**src/hw/rtl/imu6bq_pkg.sv**
```systemverilog
package imu6bq_pkg;

    // Coefficient registers are Q2.16 style, 18 bits signed.
    localparam int COEF_W    = 18;
    localparam int WARM_W    = 16;
    localparam int CFG_IDX_W = 3;

    // Ten fields per word; the first six are filter lanes (accel 0..2, gyro 3..5).
    localparam int NUM_FLD   = 10;
    localparam int NUM_LANES = 6;
    localparam int LANE_W    = 3;
    localparam int GYRO_BASE = 3;

    typedef logic [CFG_IDX_W-1:0] t_cfg_idx;
    typedef logic signed [COEF_W-1:0] t_coef;

    localparam t_cfg_idx REG_ACC_B0  = 3'd0;
    localparam t_cfg_idx REG_ACC_A1  = 3'd1;
    localparam t_cfg_idx REG_ACC_A2  = 3'd2;
    localparam t_cfg_idx REG_GYR_B0  = 3'd3;
    localparam t_cfg_idx REG_GYR_A1  = 3'd4;
    localparam t_cfg_idx REG_GYR_A2  = 3'd5;
    localparam t_cfg_idx REG_WARMUP  = 3'd6;

    localparam t_coef B0_RST = 18'sd19195;
    localparam t_coef A1_RST = 18'sd0;
    localparam t_coef A2_RST = 18'sd11244;

endpackage

```
**src/hw/rtl/imu_six_axis_biquad_lowpass_core.sv**
```systemverilog
// Words are filtered channel by channel through the single shared multiplier
// (three products per filtered channel) and the history memory. The input
// skid word lets the next word be accepted while the current one is filtered.
// Reset (synchronous, active low) restores the coefficient defaults, clears the
// warmup counter, empties all stages and marks every history entry as zero.
module imu_six_axis_biquad_lowpass_core #(
    parameter int SAMPLE_WIDTH   = 16,
    parameter int COEF_FRAC_BITS = 16,
    parameter int AXES           = 3
) (
    input  logic                                i_clk,
    input  logic                                i_rst_n,

    input  logic                                i_in_valid,
    output logic                                o_in_ready,
    input  logic signed [SAMPLE_WIDTH-1:0]      i_accel_x_in,
    input  logic signed [SAMPLE_WIDTH-1:0]      i_accel_y_in,
    input  logic signed [SAMPLE_WIDTH-1:0]      i_accel_z_in,
    input  logic signed [SAMPLE_WIDTH-1:0]      i_gyro_x_in,
    input  logic signed [SAMPLE_WIDTH-1:0]      i_gyro_y_in,
    input  logic signed [SAMPLE_WIDTH-1:0]      i_gyro_z_in,
    input  logic signed [SAMPLE_WIDTH-1:0]      i_temp_in,
    input  logic signed [SAMPLE_WIDTH-1:0]      i_mag_x_in,
    input  logic signed [SAMPLE_WIDTH-1:0]      i_mag_y_in,
    input  logic signed [SAMPLE_WIDTH-1:0]      i_mag_z_in,

    output logic                                o_out_valid,
    input  logic                                i_out_ready,
    output logic signed [SAMPLE_WIDTH-1:0]      o_accel_x_out,
    output logic signed [SAMPLE_WIDTH-1:0]      o_accel_y_out,
    output logic signed [SAMPLE_WIDTH-1:0]      o_accel_z_out,
    output logic signed [SAMPLE_WIDTH-1:0]      o_gyro_x_out,
    output logic signed [SAMPLE_WIDTH-1:0]      o_gyro_y_out,
    output logic signed [SAMPLE_WIDTH-1:0]      o_gyro_z_out,
    output logic signed [SAMPLE_WIDTH-1:0]      o_temp_out,
    output logic signed [SAMPLE_WIDTH-1:0]      o_mag_x_out,
    output logic signed [SAMPLE_WIDTH-1:0]      o_mag_y_out,
    output logic signed [SAMPLE_WIDTH-1:0]      o_mag_z_out,

    input  logic                                i_cfg_valid,
    output logic                                o_cfg_ready,
    input  logic [imu6bq_pkg::CFG_IDX_W-1:0]    i_cfg_index,
    input  logic [imu6bq_pkg::COEF_W-1:0]       i_cfg_data
);

    // Sizes. The filter input term is x + 2*x1 + x2, which needs two extra bits.
    // Every product and the accumulator share one width that covers
    // b0*sum - a1*y1 - a2*y2 without overflow.
    localparam int SW   = SAMPLE_WIDTH;
    localparam int CW   = imu6bq_pkg::COEF_W;
    localparam int NCH  = 2 * AXES;
    localparam int CH_W = (NCH > 1) ? $clog2(NCH) : 1;
    localparam int XW   = SW + 2;
    localparam int PW   = CW + XW;
    localparam int NF   = imu6bq_pkg::NUM_FLD;
    localparam int LW   = imu6bq_pkg::LANE_W;

    // Rounding adds one half LSB of the integer result, then an arithmetic
    // shift floors it; the bounds below saturate to the sample range.
    localparam logic signed [PW:0] HALF   =
        {{(PW + 1 - COEF_FRAC_BITS){1'b0}}, 1'b1, {(COEF_FRAC_BITS - 1){1'b0}}};
    localparam logic signed [PW:0] SAT_HI = {{(PW + 2 - SW){1'b0}}, {(SW - 1){1'b1}}};
    localparam logic signed [PW:0] SAT_LO = {{(PW + 2 - SW){1'b1}}, {(SW - 1){1'b0}}};

    // One history entry per filtered channel: two past inputs, two past outputs.
    typedef struct packed {
        logic signed [SW-1:0] x1;
        logic signed [SW-1:0] x2;
        logic signed [SW-1:0] y1;
        logic signed [SW-1:0] y2;
    } t_hist;

    // Per channel the sequencer walks SUM, MB0, MA1, MA2, ACC, WRITE. The next
    // channel's history read is issued during WRITE, so READ appears only once
    // per word.
    typedef enum logic [3:0] {
        S_IDLE,
        S_READ,
        S_SUM,
        S_MB0,
        S_MA1,
        S_MA2,
        S_ACC,
        S_WRITE,
        S_DONE
    } t_state;

    t_state                 r_state;
    logic [CH_W-1:0]        r_ch;

    // Configuration registers.
    imu6bq_pkg::t_coef      r_ac_b0, r_ac_a1, r_ac_a2;
    imu6bq_pkg::t_coef      r_gy_b0, r_gy_a1, r_gy_a2;
    logic [imu6bq_pkg::WARM_W-1:0] r_warmup;
    logic [imu6bq_pkg::WARM_W-1:0] r_warm_cnt;
    logic                   r_warm;

    // Input skid word, working word and output word.
    logic                   r_in_full;
    logic signed [SW-1:0]   r_in  [NF];
    logic signed [SW-1:0]   r_res [NF];
    logic                   r_out_valid;
    logic signed [SW-1:0]   r_out [NF];

    // History memory with registered read and per-entry valid bits.
    t_hist                  r_mem [NCH];
    t_hist                  r_rd;
    logic                   r_rd_vld;
    logic [NCH-1:0]         r_hv;

    // Datapath registers.
    logic signed [XW-1:0]   r_sum;
    logic signed [PW-1:0]   r_prod;
    logic signed [PW-1:0]   r_acc;

    logic signed [SW-1:0]   w_in [NF];
    logic                   w_in_fire;
    logic                   w_out_free;
    logic                   w_last;
    logic                   w_is_gyro;
    logic [LW-1:0]          w_lane;
    logic                   w_rd_en;
    logic [CH_W-1:0]        w_rd_addr;
    logic                   w_wr_en;
    t_hist                  w_wr_data;
    logic signed [SW-1:0]   w_x, w_x1, w_x2, w_y1, w_y2;
    logic signed [XW-1:0]   w_sum;
    imu6bq_pkg::t_coef      w_b0, w_a1, w_a2;
    imu6bq_pkg::t_coef      w_mul_a;
    logic signed [XW-1:0]   w_mul_b;
    logic signed [PW-1:0]   w_mul;
    logic signed [PW:0]     w_biased;
    logic signed [PW:0]     w_rnd;
    logic signed [SW-1:0]   w_sat;
    logic signed [SW-1:0]   w_y;

    assign w_in[0] = i_accel_x_in;
    assign w_in[1] = i_accel_y_in;
    assign w_in[2] = i_accel_z_in;
    assign w_in[3] = i_gyro_x_in;
    assign w_in[4] = i_gyro_y_in;
    assign w_in[5] = i_gyro_z_in;
    assign w_in[6] = i_temp_in;
    assign w_in[7] = i_mag_x_in;
    assign w_in[8] = i_mag_y_in;
    assign w_in[9] = i_mag_z_in;

    assign o_accel_x_out = r_out[0];
    assign o_accel_y_out = r_out[1];
    assign o_accel_z_out = r_out[2];
    assign o_gyro_x_out  = r_out[3];
    assign o_gyro_y_out  = r_out[4];
    assign o_gyro_z_out  = r_out[5];
    assign o_temp_out    = r_out[6];
    assign o_mag_x_out   = r_out[7];
    assign o_mag_y_out   = r_out[8];
    assign o_mag_z_out   = r_out[9];

    // The input stage frees as soon as the sequencer copies the word in, so a
    // new word can wait there while the current one is being filtered.
    assign o_in_ready  = !r_in_full;
    assign o_out_valid = r_out_valid;
    assign o_cfg_ready = 1'b1;
    assign w_in_fire   = i_in_valid && !r_in_full;
    assign w_out_free  = !r_out_valid || i_out_ready;

    // Channel numbering: accel axes first, then gyro axes. Lanes of unused
    // axes keep the copied input, which gives the pass-through behavior.
    assign w_last    = (r_ch == CH_W'(NCH - 1));
    assign w_is_gyro = (r_ch >= CH_W'(AXES));
    assign w_lane    = w_is_gyro ? LW'(LW'(r_ch) - LW'(AXES) + LW'(imu6bq_pkg::GYRO_BASE))
                                 : LW'(r_ch);

    // A read of the next channel overlaps the write-back of the current one;
    // the two addresses always differ, so no forwarding is required.
    assign w_rd_en   = (r_state == S_READ) || ((r_state == S_WRITE) && !w_last);
    assign w_rd_addr = (r_state == S_WRITE) ? CH_W'(r_ch + 1'b1) : r_ch;
    assign w_wr_en   = (r_state == S_WRITE);

    // Entries never written since reset read as zero history.
    assign w_x  = r_res[w_lane];
    assign w_x1 = r_rd_vld ? r_rd.x1 : '0;
    assign w_x2 = r_rd_vld ? r_rd.x2 : '0;
    assign w_y1 = r_rd_vld ? r_rd.y1 : '0;
    assign w_y2 = r_rd_vld ? r_rd.y2 : '0;

    // Because b1 = 2*b0 and b2 = b0, the feed-forward part collapses into one
    // product of b0 with x + 2*x1 + x2.
    assign w_sum = {{2{w_x[SW-1]}}, w_x} + {w_x1[SW-1], w_x1, 1'b0} + {{2{w_x2[SW-1]}}, w_x2};

    assign w_b0 = w_is_gyro ? r_gy_b0 : r_ac_b0;
    assign w_a1 = w_is_gyro ? r_gy_a1 : r_ac_a1;
    assign w_a2 = w_is_gyro ? r_gy_a2 : r_ac_a2;

    always_comb begin
        case (r_state)
            S_MA1: begin
                w_mul_a = w_a1;
                w_mul_b = {{2{w_y1[SW-1]}}, w_y1};
            end
            S_MA2: begin
                w_mul_a = w_a2;
                w_mul_b = {{2{w_y2[SW-1]}}, w_y2};
            end
            default: begin
                w_mul_a = w_b0;
                w_mul_b = r_sum;
            end
        endcase
    end

    // The single shared multiplier.
    assign w_mul = PW'(w_mul_a) * PW'(w_mul_b);

    // Round half up, then saturate to the sample range.
    assign w_biased = {r_acc[PW-1], r_acc} + HALF;
    assign w_rnd    = w_biased >>> COEF_FRAC_BITS;
    always_comb begin
        if (w_rnd > SAT_HI) begin
            w_sat = SAT_HI[SW-1:0];
        end else if (w_rnd < SAT_LO) begin
            w_sat = SAT_LO[SW-1:0];
        end else begin
            w_sat = w_rnd[SW-1:0];
        end
    end

    // During warmup the filter echoes its input, but the history still moves.
    assign w_y = r_warm ? w_x : w_sat;

    assign w_wr_data.x1 = w_x;
    assign w_wr_data.x2 = w_x1;
    assign w_wr_data.y1 = w_y;
    assign w_wr_data.y2 = w_y1;

    // History memory: one write port, one registered read port.
    always_ff @(posedge i_clk) begin
        if (w_wr_en) begin
            r_mem[r_ch] <= w_wr_data;
        end
        if (w_rd_en) begin
            r_rd <= r_mem[w_rd_addr];
        end
    end

    always_ff @(posedge i_clk) begin
        if (!i_rst_n) begin
            r_state     <= S_IDLE;
            r_ch        <= '0;
            r_in_full   <= 1'b0;
            r_out_valid <= 1'b0;
            r_hv        <= '0;
            r_rd_vld    <= 1'b0;
            r_warm      <= 1'b0;
            r_warm_cnt  <= '0;
            r_warmup    <= '0;
            r_ac_b0     <= imu6bq_pkg::B0_RST;
            r_ac_a1     <= imu6bq_pkg::A1_RST;
            r_ac_a2     <= imu6bq_pkg::A2_RST;
            r_gy_b0     <= imu6bq_pkg::B0_RST;
            r_gy_a1     <= imu6bq_pkg::A1_RST;
            r_gy_a2     <= imu6bq_pkg::A2_RST;
        end else begin
            // Register writes; an index past the last register is dropped.
            if (i_cfg_valid) begin
                case (i_cfg_index)
                    imu6bq_pkg::REG_ACC_B0: r_ac_b0  <= i_cfg_data;
                    imu6bq_pkg::REG_ACC_A1: r_ac_a1  <= i_cfg_data;
                    imu6bq_pkg::REG_ACC_A2: r_ac_a2  <= i_cfg_data;
                    imu6bq_pkg::REG_GYR_B0: r_gy_b0  <= i_cfg_data;
                    imu6bq_pkg::REG_GYR_A1: r_gy_a1  <= i_cfg_data;
                    imu6bq_pkg::REG_GYR_A2: r_gy_a2  <= i_cfg_data;
                    imu6bq_pkg::REG_WARMUP: r_warmup <= i_cfg_data[imu6bq_pkg::WARM_W-1:0];
                    default: ;
                endcase
            end

            if (w_in_fire) begin
                r_in_full <= 1'b1;
                for (int i = 0; i < NF; i++) begin
                    r_in[i] <= w_in[i];
                end
            end

            if (o_out_valid && i_out_ready) begin
                r_out_valid <= 1'b0;
            end

            if (w_rd_en) begin
                r_rd_vld <= r_hv[w_rd_addr];
            end

            case (r_state)
                S_IDLE: begin
                    if (r_in_full) begin
                        r_in_full <= 1'b0;
                        for (int i = 0; i < NF; i++) begin
                            r_res[i] <= r_in[i];
                        end
                        // The warmup decision uses the register as it stands now,
                        // so raising it later reopens warmup.
                        if (r_warm_cnt < r_warmup) begin
                            r_warm     <= 1'b1;
                            r_warm_cnt <= r_warm_cnt + 1'b1;
                        end else begin
                            r_warm <= 1'b0;
                        end
                        r_ch    <= '0;
                        r_state <= S_READ;
                    end
                end
                S_READ: begin
                    r_state <= S_SUM;
                end
                S_SUM: begin
                    r_sum   <= w_sum;
                    r_state <= S_MB0;
                end
                S_MB0: begin
                    r_prod  <= w_mul;
                    r_state <= S_MA1;
                end
                S_MA1: begin
                    r_acc   <= r_prod;
                    r_prod  <= w_mul;
                    r_state <= S_MA2;
                end
                S_MA2: begin
                    r_acc   <= r_acc - r_prod;
                    r_prod  <= w_mul;
                    r_state <= S_ACC;
                end
                S_ACC: begin
                    r_acc   <= r_acc - r_prod;
                    r_state <= S_WRITE;
                end
                S_WRITE: begin
                    r_hv[r_ch]    <= 1'b1;
                    r_res[w_lane] <= w_y;
                    if (w_last) begin
                        r_state <= S_DONE;
                    end else begin
                        r_ch    <= CH_W'(r_ch + 1'b1);
                        r_state <= S_SUM;
                    end
                end
                S_DONE: begin
                    if (w_out_free) begin
                        for (int i = 0; i < NF; i++) begin
                            r_out[i] <= r_res[i];
                        end
                        r_out_valid <= 1'b1;
                        r_state     <= S_IDLE;
                    end
                end
                default: begin
                    r_state <= S_IDLE;
                end
            endcase
        end
    end

    // The overlapped read and write-back must never touch the same entry.
    a_no_rw_collision: assert property (@(posedge i_clk) disable iff (!i_rst_n)
        (w_rd_en && w_wr_en) |-> (w_rd_addr != r_ch))
        else $error("history read and write hit the same entry");

    // After the last channel is written back the word goes to the output stage.
    a_last_to_done: assert property (@(posedge i_clk) disable iff (!i_rst_n)
        ((r_state == S_WRITE) && w_last) |=> (r_state == S_DONE))
        else $error("sequencer did not finish after the last channel");

    // A finished word is presented as soon as the output register is free.
    a_done_emits: assert property (@(posedge i_clk) disable iff (!i_rst_n)
        ((r_state == S_DONE) && w_out_free) |=> (o_out_valid && (r_state == S_IDLE)))
        else $error("finished word was not presented");

    // A word taken from the input stage starts at channel zero with a fresh read.
    a_start_read: assert property (@(posedge i_clk) disable iff (!i_rst_n)
        ((r_state == S_IDLE) && r_in_full) |=> ((r_state == S_READ) && (r_ch == '0)))
        else $error("new word did not start at the first channel");

endmodule
```
**config.mk**
```make
export PLATFORM = sky130hd
export DESIGN_NAME = imu_six_axis_biquad_lowpass_core
export DESIGN_NICKNAME = d
export VERILOG_FILES = /design/src/hw/rtl/imu6bq_pkg.sv /design/src/hw/rtl/imu_six_axis_biquad_lowpass_core.sv
export SDC_FILE = /design/constraint.sdc
export NUM_CORES = 2
export LEC_CHECK = 0
export ABC_AREA = 1
export BUFFER_PORTS_ARGS = -buffer_cell sky130_fd_sc_hd__buf_4
export CAP_MARGIN = 20
export CORE_UTILIZATION = 50
export DETAILED_ROUTE_END_ITERATION = 8
export MAX_ROUTING_LAYER = met4
export PLACE_DENSITY_LB_ADDON = 0.3
export SYNTH_ARGS = -nofsm -noshare
export SYNTH_HDL_FRONTEND = slang
export SYNTH_SLANG_ARGS = --single-unit
```
**constraint.sdc**
```tcl
create_clock -name i_clk -period 18.4 [get_ports i_clk]
set_clock_uncertainty 0.2 [all_clocks]
set_input_delay 2.76 -clock i_clk [delete_from_list [all_inputs] [get_ports i_clk]]
set_output_delay 2.76 -clock i_clk [all_outputs]
set_load 0.01 [all_outputs]
```
==> reports/results.txt <==
status = finished clean
Avg WL per Cell = 21.6 µm
Seq/Total Area, Yosys = 0.542
final hold violation count = 0
crit start category = flip-flop
share of the synthesized area in the top cell type = 0.492
vias in the first global route = 43600
synthesized cell area = 62200 µm²
CTS tree = built
final net count = 6980
Routed Antenna Nets = 0
Reg clk slew, reported paths = 0.06 ns
Starting Density = 0.504
first-pass GRT wire length = 262 mm
CTS Buf Count = 113
cell family with most CP delay = adder cells
Worst Max-Slew Pin Slew = 1.18 ns
min Tclk post-route = 9.18 ns
antenna violations before repair = 2
CP endpoint kind = flip-flop
all-layer global routing usage = 0.283
CTS Sinks = 1175
CP max-delay cell = fa_1
max cap viols = 0
largest net degree at the start of global routing = 161
die area = 126000 µm²
WL final = 173 mm
DIE HEIGHT = 355 µm
Setup CP Type = reg2reg
vias per cell = 5.51
Vias = 44200
CTS Hold Buffers Added = 0
Yosys reg bits = 1175
Worst-Skew Late Latency = 0.70 ns
number of core rows = 129
DRC = 0
Slew Limit Headroom = 0.214
Arr. time, crit path = 9.40 ns
number of synthesized flops with an enable pin = 1018
area delta synth->final = 12.8%
post-CTS sizing = 0
Req. time, crit path = 18.62 ns
Mean Syn Cell Area = 10.4 µm²
GRT overflow = 0
RSZ-0062 raised after global routing = no
GPL Wtd Cong = 0.944
# port buffers = 347
main flop type after synthesis = edfxtp_1
synth warn = 0
synth top area cells = edfxtp_1 (49%), fa_1 (11%), nand2_1 (7.3%), dfxtp_1 (5.1%), inv_1 (5.0%)
Clock Tree Root = clkbuf_16
area of the core = 123000 µm²
die width = 355 µm
CP bufs+invs = 7
asr flop ratio synth = 0
commonest cells in the netlist = nand2_1 (1216), edfxtp_1 (1018), inv_1 (828)
router iterations before antenna repair = 6
CTS H-tree lvls = 3
postcts setup bufs = 0
I/O Pins = 349
count of cell types in the netlist = 65
slowest stage delay, CP = 0.78 ns
Syn Inst Count = 5991
Fmax = 109 MHz
fin crit share = 0.499
largest area contributor in the netlist = edfxtp_1
Mapped Nets = 6690
detailed-placement wirelength estimate = 121 mm
setup_tns = 0 ns
Max clock buf depth = 3
hold crit path type = reg2reg
share of layout cells above drive strength 1 = 0.114
# setup viols final = 0
count leader, synth = nand2_1
Max Fanout on Critical Path = 59
Iteration-0 DRC Markers = 4611
final slew viol count = 0
logic make-up (layout without fill, tap and decap cells):
kind of cell,count (synthesis),count (layout),synth area share
AND/OR/NAND/NOR,2373,2373,0.159
other,1,4,0.0000603
AO/OA/AOI/OAI,715,715,0.0695
adder cells (fa/ha/maj),513,513,0.145
buffers and inverters,1117,1505,0.0701
flip-flops,1175,1175,0.542
XOR/XNOR,97,97,0.0137
final cells by class:
type	instances	area, µm²
clock inverter	56	505
sequential	1175	33700
antenna	3	7.51
tap	1637	2050
multi-input combinational	3699	24200
clock buffer	157	3150
fill	10500	53300
inverter	869	3270
timing repair buffer	423	3220
cell usage in the layout, fill, tap and decap left out, types with 165 or more instances in the layout:
| cell type | count |
|---|---|
| fa_1 | 347 |
| ha_1 | 165 |
| a21oi_1 | 219 |
| inv_1 | 828 |
| nand2_1 | 1216 |
| nor2_1 | 600 |
| edfxtp_1 | 1018 |
| o21ai_0 | 279 |
| buf_4 | 419 |
| nand3_1 | 376 |
worst reg2reg max path: cells and delay by family (launching register included):
kind | cells | cell delay, ns
xor+xnor | 1 | 0.16
fa+ha+maj | 9 | 4.10
flops | 1 | 0.52
simple gates | 4 | 0.68
compound gates | 7 | 1.68
buf+inv | 7 | 1.58
routing by layer:
metal / wire length [µm] / global-route usage / part of all wire / up-vias
met5: 0 / - / 0 / -
met4: 7180 / 0.111 / 0.042 / 0
met3: 13500 / 0.0373 / 0.078 / 338
met2: 81000 / 0.442 / 0.47 / 1880
met1: 71200 / 0.378 / 0.41 / 21700
li1: - / - / - / 20300
registers in the layout, summed over array words and instances, names as in the netlist, 3 cells and up:
name / count
r_ac_b0: 18
r_hv: 6
r_warm_cnt: 16
r_ac_a2: 18
r_rd: 64
r_acc: 36
r_gy_a1: 18
r_out: 160
r_prod: 36
r_in: 160
r_gy_a2: 18
r_res: 160
r_warmup: 16
r_mem: 384
r_gy_b0: 18
r_ch: 3
r_state: 4
r_sum: 18
r_ac_a1: 18
per-stage QoR:
stage | cell area, µm² | hold WS (ns) | cells | util | setup slack, ns
final | 70100 | 0.217 | 8019 | 0.568 | 9.22
after global placement | 66400 | 0.201 | 7800 | 0.538 | 9.46
after global routing | 70100 | 0.222 | 8018 | 0.568 | 8.61
after detailed placement | 66400 | 0.205 | 7801 | 0.538 | 9.32
after floorplan | 62200 | 0.200 | 5991 | - | 3.52
after CTS | 70100 | 0.217 | 8014 | 0.568 | 9.29
final timing paths:
path                         start                     end  slack [ns]  cells after the start
min          r_in[8][11]$_DFFE_PP_  r_res[8][11]$_DFFE_PP_        0.22                      0
max           r_ch[1]$_SDFFE_PN0P_    r_prod[34]$_DFFE_PP_        9.22                     28
min reg2reg  r_in[8][11]$_DFFE_PP_  r_res[8][11]$_DFFE_PP_        0.22                      0
max reg2reg   r_ch[1]$_SDFFE_PN0P_    r_prod[34]$_DFFE_PP_        9.22                     28
Power is left out: the tool's default activity adds up to more than one toggle a clock period on the data nets, which glitch-free logic cannot reach.
